==> config.mk <==
export PLATFORM = sky130hd
export DESIGN_NAME = http_chunked_body_decoder_core
export DESIGN_NICKNAME = d
export VERILOG_FILES = /design/src/rtl/chbd_pkg.sv /design/src/rtl/chbd_step.sv /design/src/rtl/http_chunked_body_decoder_core.sv
export SDC_FILE = /design/constraint.sdc
export NUM_CORES = 1
export LEC_CHECK = 0
export BUFFER_PORTS_ARGS = -buffer_cell sky130_fd_sc_hd__clkbuf_2
export CAP_MARGIN = 30
export CORE_MARGIN = 3
export CORE_UTILIZATION = 50
export DETAILED_ROUTE_END_ITERATION = 16
export MAX_ROUTING_LAYER = met4
export PLACE_DENSITY = 0.67
export RECOVER_POWER = 100
export REMOVE_ABC_BUFFERS = 1
export SETUP_SLACK_MARGIN = 0.5
export SLEW_MARGIN = 5
export SYNTH_ARGS = -nofsm -noshare
export SYNTH_HDL_FRONTEND = slang
export SYNTH_SLANG_ARGS = --single-unit
==> constraint.sdc <==
create_clock -name clock -period 6.4 [get_ports clock]
set_clock_uncertainty 0.05 [all_clocks]
set_input_delay 0.64 -clock clock [delete_from_list [all_inputs] [get_ports clock]]
set_output_delay 0.64 -clock clock [all_outputs]
set_load 0.02 [all_outputs]
==> src/rtl/chbd_pkg.sv <==
// Shared types, character codes and the hex digit decoder of the chunked body decoder.
package chbd_pkg;

   localparam int SIZE_BITS_DEFAULT = 32;

   localparam logic [7:0] CHAR_CR  = 8'h0D;
   localparam logic [7:0] CHAR_LF  = 8'h0A;
   localparam logic [7:0] CHAR_SP  = 8'h20;
   localparam logic [7:0] CHAR_TAB = 8'h09;

   typedef enum logic [3:0] {
      PH_LEAD    = 4'd0,
      PH_DIGITS  = 4'd1,
      PH_EXT     = 4'd2,
      PH_DATA    = 4'd3,
      PH_DATA_CR = 4'd4,
      PH_DATA_LF = 4'd5,
      PH_TRAILER = 4'd6,
      PH_DONE    = 4'd7,
      PH_ERROR   = 4'd8
   } phase_type;

   typedef enum logic [1:0] {
      ERR_NONE     = 2'd0,
      ERR_NO_HEX   = 2'd1,
      ERR_CRLF     = 2'd2,
      ERR_OVERFLOW = 2'd3
   } err_type;

   // Narrow decoder control state.
   typedef struct packed {
      phase_type phase;
      logic      saw_hex;
      logic      prev_cr;
      logic      line_ne;
   } ctrl_type;

   localparam ctrl_type CTRL_RESET = '{phase: PH_LEAD, saw_hex: 1'b0,
                                       prev_cr: 1'b0, line_ne: 1'b0};

   // One result item.
   typedef struct packed {
      logic       payload_valid;
      logic [7:0] payload_byte;
      logic       body_done;
      logic       error_flag;
      err_type    error_code;
   } result_type;

   typedef struct packed {
      logic       ok;
      logic [3:0] value;
   } hex_type;

   function automatic hex_type hex_decode(input logic [7:0] c);
      hex_type h;
      h.ok    = 1'b1;
      h.value = 4'd0;
      if (c inside {[8'h30:8'h39]}) begin
         h.value = 4'(c - 8'h30);
      end else if (c inside {[8'h61:8'h66]}) begin
         h.value = 4'(c - 8'h57);
      end else if (c inside {[8'h41:8'h46]}) begin
         h.value = 4'(c - 8'h37);
      end else begin
         h.ok = 1'b0;
      end
      return h;
   endfunction

endpackage

==> src/rtl/chbd_step.sv <==
// Per-byte next-state and result logic of the chunked body decoder.
module chbd_step
   import chbd_pkg::*;
#(
   parameter int SIZE_BITS = SIZE_BITS_DEFAULT
) (
   input  logic [7:0]           data_byte,
   input  logic                 body_start,
   input  ctrl_type             ctrl_cur,
   input  logic [SIZE_BITS-1:0] chunk_cur,
   input  logic [SIZE_BITS-1:0] left_cur,
   output ctrl_type             ctrl_nxt,
   output logic [SIZE_BITS-1:0] chunk_nxt,
   output logic [SIZE_BITS-1:0] left_nxt,
   output result_type           result
);

   ctrl_type             ctrl;
   logic [SIZE_BITS-1:0] chunk;
   logic [SIZE_BITS-1:0] left;
   logic [SIZE_BITS-1:0] left_dec;
   hex_type              hex;
   err_type              err;
   logic                 is_blank;

   // body_start clears state ahead of this byte
   assign ctrl     = body_start ? CTRL_RESET : ctrl_cur;
   assign chunk    = body_start ? '0 : chunk_cur;
   assign left     = body_start ? '0 : left_cur;
   assign left_dec = left - {{(SIZE_BITS-1){1'b0}}, 1'b1};
   assign hex      = hex_decode(data_byte);
   assign is_blank = data_byte inside {CHAR_SP, CHAR_TAB};

   always_comb begin
      ctrl_nxt  = ctrl;
      chunk_nxt = chunk;
      left_nxt  = left;
      result    = '0;
      err       = ERR_NONE;
      case (ctrl.phase)
         PH_LEAD, PH_DIGITS, PH_EXT: begin
            if (ctrl.prev_cr && data_byte == CHAR_LF) begin
               ctrl_nxt.prev_cr = 1'b0;
               if (!ctrl.saw_hex) begin
                  err = ERR_NO_HEX;
               end else begin
                  left_nxt         = chunk;
                  ctrl_nxt.phase   = (chunk == '0) ? PH_TRAILER : PH_DATA;
                  ctrl_nxt.line_ne = 1'b0;
               end
            end else if (ctrl.prev_cr) begin
               // lone CR is non-hex content: digits end, byte is ignored
               ctrl_nxt.phase   = PH_EXT;
               ctrl_nxt.prev_cr = (data_byte == CHAR_CR);
            end else if (data_byte == CHAR_CR) begin
               ctrl_nxt.prev_cr = 1'b1;
            end else if (ctrl.phase != PH_EXT && !(ctrl.phase == PH_LEAD && is_blank)) begin
               if (!hex.ok) begin
                  ctrl_nxt.phase = PH_EXT;
               end else if (chunk[SIZE_BITS-1 -: 4] != 4'd0) begin
                  err = ERR_OVERFLOW;
               end else begin
                  chunk_nxt        = {chunk[SIZE_BITS-5:0], hex.value};
                  ctrl_nxt.saw_hex = 1'b1;
                  ctrl_nxt.phase   = PH_DIGITS;
               end
            end
         end
         PH_DATA: begin
            result.payload_valid = 1'b1;
            result.payload_byte  = data_byte;
            left_nxt             = left_dec;
            if (left_dec == '0) begin
               ctrl_nxt.phase = PH_DATA_CR;
            end
         end
         PH_DATA_CR: begin
            if (data_byte == CHAR_CR) begin
               ctrl_nxt.phase = PH_DATA_LF;
            end else begin
               err = ERR_CRLF;
            end
         end
         PH_DATA_LF: begin
            if (data_byte == CHAR_LF) begin
               ctrl_nxt.phase   = PH_LEAD;
               chunk_nxt        = '0;
               ctrl_nxt.saw_hex = 1'b0;
               ctrl_nxt.prev_cr = 1'b0;
            end else begin
               err = ERR_CRLF;
            end
         end
         PH_TRAILER: begin
            if (ctrl.prev_cr && data_byte == CHAR_LF) begin
               ctrl_nxt.prev_cr = 1'b0;
               ctrl_nxt.line_ne = 1'b0;
               if (!ctrl.line_ne) begin
                  result.body_done = 1'b1;
                  ctrl_nxt.phase   = PH_DONE;
               end
            end else begin
               ctrl_nxt.prev_cr = (data_byte == CHAR_CR);
               ctrl_nxt.line_ne = ctrl.line_ne | ctrl.prev_cr | (data_byte != CHAR_CR);
            end
         end
         default: begin
            // done, error and unused codes ignore the byte
         end
      endcase
      if (err != ERR_NONE) begin
         ctrl_nxt.phase = PH_ERROR;
      end
      result.error_flag = (err != ERR_NONE);
      result.error_code = err;
   end

endmodule

==> src/rtl/http_chunked_body_decoder_core.sv <==
// Top level of the HTTP/1.1 chunked transfer body decoder.
//
// Takes one body byte per item and returns exactly one result item per byte:
// payload bytes pass through with payload_valid set, body_done marks the LF
// that closes the final empty trailer line, and error_flag/error_code mark
// the byte that puts the decoder into error (1 no hex digit in a size line,
// 2 missing CR LF after chunk data, 3 chunk size wider than SIZE_BITS).
// After the end or an error every byte yields an all-zero result until an
// item arrives with body_start set, which clears the decoder before that
// byte is decoded. Throughput is one item per clock while rsp_stall does
// not hold a result. An item is held in the input register; its result is
// loaded into the result register when the item advances and offered from
// then on. The rate is set by the state update of phase and the
// SIZE_BITS-wide size and remaining-length counters, which is closed between
// the input register and the result register. A result waiting on rsp_stall
// holds an item in the input register and raises req_stall; an empty input
// register still takes the next byte.
module http_chunked_body_decoder_core
   import chbd_pkg::*;
#(
   parameter int SIZE_BITS = SIZE_BITS_DEFAULT
) (
   input  logic       clock,
   input  logic       reset,
   // input channel
   input  logic       req_valid,
   output logic       req_stall,
   input  logic [7:0] req_data_byte,
   input  logic       req_body_start,
   // result channel
   output logic       rsp_valid,
   input  logic       rsp_stall,
   output logic       rsp_payload_valid,
   output logic [7:0] rsp_payload_byte,
   output logic       rsp_body_done,
   output logic       rsp_error_flag,
   output logic [1:0] rsp_error_code
);

   // input register
   logic       in_vld_ff, in_vld_in;
   logic [7:0] in_data_ff, in_data_in;
   logic       in_start_ff, in_start_in;

   // result register
   logic       out_vld_ff, out_vld_in;
   result_type out_res_ff, out_res_in;

   // decoder state
   ctrl_type             ctrl_ff, ctrl_in;
   logic [SIZE_BITS-1:0] chunk_ff, chunk_in;
   logic [SIZE_BITS-1:0] left_ff, left_in;

   // step outputs
   ctrl_type             step_ctrl;
   logic [SIZE_BITS-1:0] step_chunk;
   logic [SIZE_BITS-1:0] step_left;
   result_type           step_res;

   logic advance;
   logic req_accept;

   chbd_step #(
      .SIZE_BITS(SIZE_BITS)
   ) u_step (
      .data_byte (in_data_ff),
      .body_start(in_start_ff),
      .ctrl_cur  (ctrl_ff),
      .chunk_cur (chunk_ff),
      .left_cur  (left_ff),
      .ctrl_nxt  (step_ctrl),
      .chunk_nxt (step_chunk),
      .left_nxt  (step_left),
      .result    (step_res)
   );

   // Item moves from input register into result register when the result
   // slot is empty or is being taken this cycle; state commits on the move.
   assign advance    = in_vld_ff && (!out_vld_ff || !rsp_stall);
   assign req_stall  = in_vld_ff && !advance;
   assign req_accept = req_valid && !req_stall;

   always_comb begin
      in_vld_in   = in_vld_ff;
      in_data_in  = in_data_ff;
      in_start_in = in_start_ff;
      if (advance) begin
         in_vld_in = 1'b0;
      end
      if (req_accept) begin
         in_vld_in   = 1'b1;
         in_data_in  = req_data_byte;
         in_start_in = req_body_start;
      end
   end

   always_comb begin
      out_vld_in = out_vld_ff && rsp_stall;
      out_res_in = out_res_ff;
      ctrl_in    = ctrl_ff;
      chunk_in   = chunk_ff;
      left_in    = left_ff;
      if (advance) begin
         out_vld_in = 1'b1;
         out_res_in = step_res;
         ctrl_in    = step_ctrl;
         chunk_in   = step_chunk;
         left_in    = step_left;
      end
   end

   always_ff @(posedge clock) begin
      if (reset) begin
         in_vld_ff  <= 1'b0;
         out_vld_ff <= 1'b0;
         ctrl_ff    <= CTRL_RESET;
         chunk_ff   <= '0;
         left_ff    <= '0;
      end else begin
         in_vld_ff  <= in_vld_in;
         out_vld_ff <= out_vld_in;
         ctrl_ff    <= ctrl_in;
         chunk_ff   <= chunk_in;
         left_ff    <= left_in;
      end
   end

   // payload registers, no reset
   always_ff @(posedge clock) begin
      in_data_ff  <= in_data_in;
      in_start_ff <= in_start_in;
      out_res_ff  <= out_res_in;
   end

   assign rsp_valid         = out_vld_ff;
   assign rsp_payload_valid = out_res_ff.payload_valid;
   assign rsp_payload_byte  = out_res_ff.payload_byte;
   assign rsp_body_done     = out_res_ff.body_done;
   assign rsp_error_flag    = out_res_ff.error_flag;
   assign rsp_error_code    = out_res_ff.error_code;

endmodule

## After elaboration in Yosys (flattened, before gate mapping)

Cells that the tools add are included.

- Register bits after elaboration: 95
- Word-level logic and storage cells: 126

- Add/subtract/negate cells: 4
- $lt $le $gt $ge: 6
- Equal/unequal tests: 12
- Multiplexer cells: 62
- Bitwise operators: 2
- Reductions and logical operators: 25

Operators by type and width:

| operator | number |
|---|---|
| 32-bit 2-to-1 mux | 11 |
| 32-bit case mux with 2 select lines | 2 |
| 32-bit zero test | 2 |
| 4-bit 2-to-1 mux | 12 |
| 32-bit by 1-bit subtractor with 32-bit output, second input constant | 1 |
| 8-bit by 4-bit equality test with 1-bit output, second input constant | 3 |
| 4-bit case mux with 5 select lines | 1 |
| 2-bit 2-to-1 mux | 9 |
| 8-bit by 7-bit greater-or-equal comparator with 1-bit output, second input constant | 2 |
| 8-bit by 7-bit <= comparator with 1-bit output, second input constant | 2 |
| 1-bit 2-to-1 mux | 16 |
| 5-bit 2-to-1 mux | 3 |
| 4-bit by 3-bit equality test with 1-bit output, second input constant | 3 |
| 1-bit logical AND | 10 |
| 9-bit 2-to-1 mux | 1 |
| 4-bit by 2-bit equality test with 1-bit output, second input constant | 2 |
| 8-bit by 6-bit equality test with 1-bit output, second input constant | 1 |
| 8-bit by 6-bit greater-or-equal comparator with 1-bit output, second input constant | 1 |
| 8-bit by 6-bit <= comparator with 1-bit output, second input constant | 1 |
| 8-bit by 4-bit != test with 1-bit output, second input constant | 1 |
| 4-bit by 3-bit subtractor with 4-bit output, second input constant | 2 |
| 7-bit 2-to-1 mux | 1 |
| 6-bit 2-to-1 mux | 1 |
| 2-bit case mux with 3 select lines | 1 |
| other kinds (14) | 22 |

## Longest topological paths before layout

- Word-level depth: 13
- Gate-level depth with buffers: 15
- Depth with buffers taken out: 11

## Cells and area by module

Synthesis repeated with hierarchy kept, for this count alone.

- Cells, all modules: 875
- Area total of the unflattened synthesis: 7375.8 um^2

Modules (own cells, without submodules):

| module | instances | cells each | area an instance (um^2) | seq. area each (um^2) |
|---|---|---|---|---|
| http_chunked_body_decoder_core | 1 | 340 | 3997.6 | 2122.0 |
| chbd_step | 1 | 535 | 3378.2 | 0.0 |

## Least setup slack after synthesis

OpenSTA, ideal clock, no wires.

- Path type: reg2reg
- Start: reg in_start_ff
- End: reg ctrl_ff[4] (netlist bit)
- Setup time: 129 ps
- Arrival: 2761 ps
- Data required time: 6221 ps
- Path slack: 3460 ps
- Cell stages (with the launch flop): 15
- Path buffers: 3
- Clock period less this slack: 2940 ps
- Cells stage by stage: edfxtp_1 > buf_2 > inv_1 > clkbuf_1 > clkbuf_1 > nand2_1 > ha_1 > or4b_1 > nor4_1 > xnor2_1 > nand3_1 > nor4_1 > nand4_1 > o211ai_1 > nand3_1

- Cells in the longest elaborated chain, start to end: 12

RTL lines:

| item | line | RTL |
|---|---|---|
| from (decl) | http_chunked_body_decoder_core.sv:43 | `logic in_start_ff, in_start_in;` |
| from (signal assigned) | http_chunked_body_decoder_core.sv:131 | `in_start_ff <= in_start_in;` |
| branches (longest 11 deep; another with 32-bit by 1-bit subtractor with 32-bit output) | - |  |
| 4-bit 2-to-1 mux * | chbd_step.sv:111 | `if (err != ERR_NONE) begin` |
| to (signal assigned) | http_chunked_body_decoder_core.sv:122 | `ctrl_ff <= ctrl_in;` |
| to (decl) | http_chunked_body_decoder_core.sv:50 | `ctrl_type ctrl_ff, ctrl_in;` |

Mark *: on every way between the ends.
A chain may end at the register's enable or synchronous reset.

## Worst setup path after layout

- Start: reg in_start_ff
- End: reg chunk_ff[1]

- Cells in the longest elaborated chain, start to end: 10

RTL lines:

| item | line | RTL |
|---|---|---|
| 7-bit 2-to-1 mux | chbd_step.sv:27 | `assign ctrl = body_start ? CTRL_RESET : ctrl_cur;` |
| 4-bit zero test | chbd_step.sv:40, chbd_step.sv:57 |  |
| 1-bit logical AND | chbd_step.sv:57 | `end else if (ctrl.phase != PH_EXT && !(ctrl.phase == PH_LEAD && is_blank)) begin` |
| 1-bit zero test | chbd_step.sv:57 |  |
| 1-bit logical AND | chbd_step.sv:57 |  |
| 32-bit 2-to-1 mux | chbd_step.sv:57 |  |
| 32-bit 2-to-1 mux | chbd_step.sv:55 | `end else if (data_byte == CHAR_CR) begin` |
| 32-bit 2-to-1 mux | chbd_step.sv:51 | `end else if (ctrl.prev_cr) begin` |
| 32-bit 2-to-1 mux | chbd_step.sv:42 | `if (ctrl.prev_cr && data_byte == CHAR_LF) begin` |
| 32-bit case mux with 2 select lines * | chbd_step.sv:40 | `case (ctrl.phase)` |
| to (signal assigned) | http_chunked_body_decoder_core.sv:123 | `chunk_ff <= chunk_in;` |
| to (decl) | http_chunked_body_decoder_core.sv:51 | `logic [SIZE_BITS-1:0] chunk_ff, chunk_in;` |

Mark *: on every way between the ends. The rest lies on a longest branch, timed or not.

==> metrics.md <==
| Metric | Value |
|---|---|
| Total setup buffers inserted after CTS | 0 |
| CTS Buf Count | 9 |
| Post-Syn Area | 6100 µm² |
| Pleak | 2.33 nW |
| Routed Antenna Nets | 0 |
| Worst hold endpoint | in_data_ff[5] |
| Number of antenna violations at the first check in global routing | 0 |
| Crit Path Class | flop to flop |
| Die width | 116 µm |
| Final hold violation count | 0 |
| Initial Utilization | 0.523 |
| Number of synthesized flops with an enable pin | 22 |
| PostCTS Resize Cnt | 0 |
| Data required, critical path | 6.63 ns |
| Cts hold-fix bufs | 0 |
| CP max FO | 19 |
| Worst min-delay path class | input port to flop |
| Post-synthesis sequential area ratio | 0.348 |
| Worst Hold Launch | req_data_byte[5] |
| H-tree levels | 3 |
| Yosys cell types | 77 |
| R2r setup slk | 2.06 ns |
| Status | complete, but fails checks |
| Vias | 6,472 |
| Global route overflow | 0 |
| Hold Path Depth | 1 |
| Dpl cell area | 6230 µm² |
| Syn Area/Cell | 7.65 µm² |
| Mux cell area share after synthesis | 0.00513 |
| Adder-cell share of the synthesized area | 0.0123 |
| DP HPWL | ~14 mm |
| Pre-Repair DR Iteration Count | 6 |
| R2R depth | 9 |
| Synth Warn # | 0 |
| Synth async-reset ratio | 0 |
| Finished Cell Area | 6500 µm² |
| Fin util | 0.558 |
| Slew Limit Fails | slightly below 100 |
| Avg WL per Cell | 22.4 µm |
| Initial DRC Count | 968 |
| Largest family of logic cells by synthesized area | simple AND/OR/NAND/NOR gates |
| Setup TNS | 0 ns |
| Finish-stage setup viols | 0 |
| Die height | 116 µm |
| Mean number of vias per cell | 6.94 |
| First-pass GRT wire length | 32.4 mm |
| Failing checks | capacitance limit, slew limit |
| Total Routing Usage GR | 0.318 |
| GP Congestion | 0.978 |
| Final Cycle Share | 0.679 |
| Post-synth top flop | dfxtp_1 |
| Fmax | 230 MHz |
| Slew Limit Headroom | -0.747 |
| Syn Inst Count | ~800 |
| Hold WS | 0.391 ns |
| RSZ-0062 raised after global routing | no |
| Diode count | 0 |
| Die area | 13,600 µm² |
| Nets | between 800 and 900 |
| Startpoint Class | flop |
| Fill cells | 1,099 |
| Data arrival time of the critical path | 4.58 ns |
| Post-Synth XOR/XNOR Area | 0.0244 |
| Clock Root Buffer | clkbuf_16 |
| Rows | 39 |
| Share of cells above drive strength 1 | 0.0545 |
| Slew @ Worst Pin | 2.62 ns |
| Port bufs | 27 |
| VDD IR-drop max | 0.207 mV |
| R2r startpoint | in_start_ff |
| Largest net degree at the start of global routing | 63 |
| Tot Pwr | 1.42 mW |
| #FFs+latches synth | 95 |
| Reg clk slew, reported paths | 0.08 ns |
| CTS Sinks | 95 |
| Synth Area in Compound Gates | 0.277 |
| Number of global-route vias before repair | 5,940 |
| # DRC | 0 |
| TritonCTS clock tree | yes |
| Maximum capacitance violations | 2 |
| Clock Path Buffers | 2 |
| Synthesis-to-layout area growth | 6.58% |
| Latest clock arrival within the worst-skew pair | 0.37 ns |
| R2R Path End | chunk_ff[1] |
| Ports | 28 |
| Core Region | 11,700 µm² |
| Pwr per Cell Area | ~220 nW/µm² |
| Critical Path Sink Type | flop |
| Drt total wl | 20.9 mm |
| Synth Area in Simple Gates | 0.281 |
| Min cycle time layout | ~4.3 ns |
-- how the worst max path moves through the flow --
stage / from / end / slack [ns] / cells past startpoint
detailed placement: in_start_ff / ctrl_ff[4] / 2.82 / 11
floorplan: in_start_ff / ctrl_ff[4] / 2.10 / 11
global placement: in_start_ff / left_ff[14] / 2.84 / 9
global route: in_start_ff / chunk_ff[23] / 1.75 / 9
CTS: in_start_ff / ctrl_ff[4] / 2.79 / 11
finish: in_start_ff / chunk_ff[1] / 2.06 / 9
-- layer usage --
| metal | wire length [µm] | global-route usage |
|---|---|---|
| met5 | 0 | - |
| met4 | 728 | 0.128 |
| met3 | 2240 | 0.0658 |
| met2 | 9070 | 0.460 |
| met1 | 8870 | 0.435 |
-- sequential cells by signal, summed over array words and instances, names as in the netlist, 2 cells and up --
register / cells
in_data_ff: 8
left_ff: 32
rsp_payload_byte: 8
chunk_ff: 32
ctrl_ff: 7
rsp_error_code: 2
-- synth_stat cells (11+ instances only) --
cell type	instances	area, µm²
clkbuf_1	45	169
o21ai_0	64	320
edfxtp_1	22	661
o21a_1	11	82.6
nor2_1	94	353
nand3_1	14	70.1
o31ai_1	12	90.1
nor4_1	25	156
xnor2_1	12	105
nor2b_1	17	106
o21ai_1	13	65.1
dfxtp_1	73	1460
nand4_1	14	87.6
inv_1	11	41.3
buf_2	12	60.1
and3_1	13	81.3
nand2_1	65	244
nor3_1	33	165
a22oi_1	28	210
a21oi_1	81	405
-- worst max-delay path: stages (launching register included) --
cell and delay [ns]:
edfxtp_1 0.38, inv_1 0.35, and3_1 0.47, clkbuf_1 0.71, nor2_1 0.11, clkbuf_1 0.39, o21ai_0 0.94, a21o_1 0.56
a22oi_1 0.18, nor2_1 0.11
-- stage by stage --
stage,setup slack [ns],instances
2_1_floorplan,2.10,733
3_3_place_gp,2.84,914
3_5_place_dp,2.82,916
4_1_cts,2.79,932
5_1_grt,1.75,932
6_report,2.06,932
-- cell usage in the layout (no fill, tap or decap), types with 6 or more instances in the layout --
master	netlist	routed
o21ai_0	64	67
dfxtp_1	73	73
o21a_1	11	11
clkbuf_16	0	9
nor2_1	94	94
ha_1	6	6
or4_1	6	6
o211ai_1	8	8
nand3_1	14	14
nor2b_1	17	17
nor3_1	33	33
o31ai_1	12	12
a22oi_1	28	28
nor4_1	25	25
or3_1	9	9
clkbuf_2	0	10
a21oi_1	81	81
nand2b_1	7	7
edfxtp_1	22	22
o21ai_1	13	10
inv_1	11	11
nand3b_1	7	7
clkbuf_1	45	27
and3_1	13	13
a32oi_1	7	7
nand4_1	14	14
xnor2_1	12	12
nand2_1	65	65
-- where the power goes --
| group | internal, mW | total (mW) | switching, mW |
|---|---|---|---|
| logic | 0.0610 | 0.182 | 0.121 |
| clock network | 0.316 | 0.594 | 0.278 |
| registers | 0.627 | 0.648 | 0.0210 |
-- logic make-up (layout without fill, tap and decap cells) --
family,after synthesis,in the layout
AND/OR/NAND/NOR,330,330
AO/OA/AOI/OAI,270,270
flip-flops,95,95
buffers and inverters,76,68
XOR/XNOR,17,17
adder cells (fa/ha/maj),6,6
multiplexers,3,3
-- final cells by class --
class                           instances  area (µm²)  area share
Sequential cell                        95        2120       0.326
Inverter                               12        45.0     0.00693
Tap cell                              143         179      0.0275
Timing Repair Buffer                   40         174      0.0267
Multi-Input combinational cell        626        3660       0.562
Clock buffer                            9         225      0.0346
Clock inverter                          7         101      0.0156
Note: power is estimated with default switching activity, not from simulation.
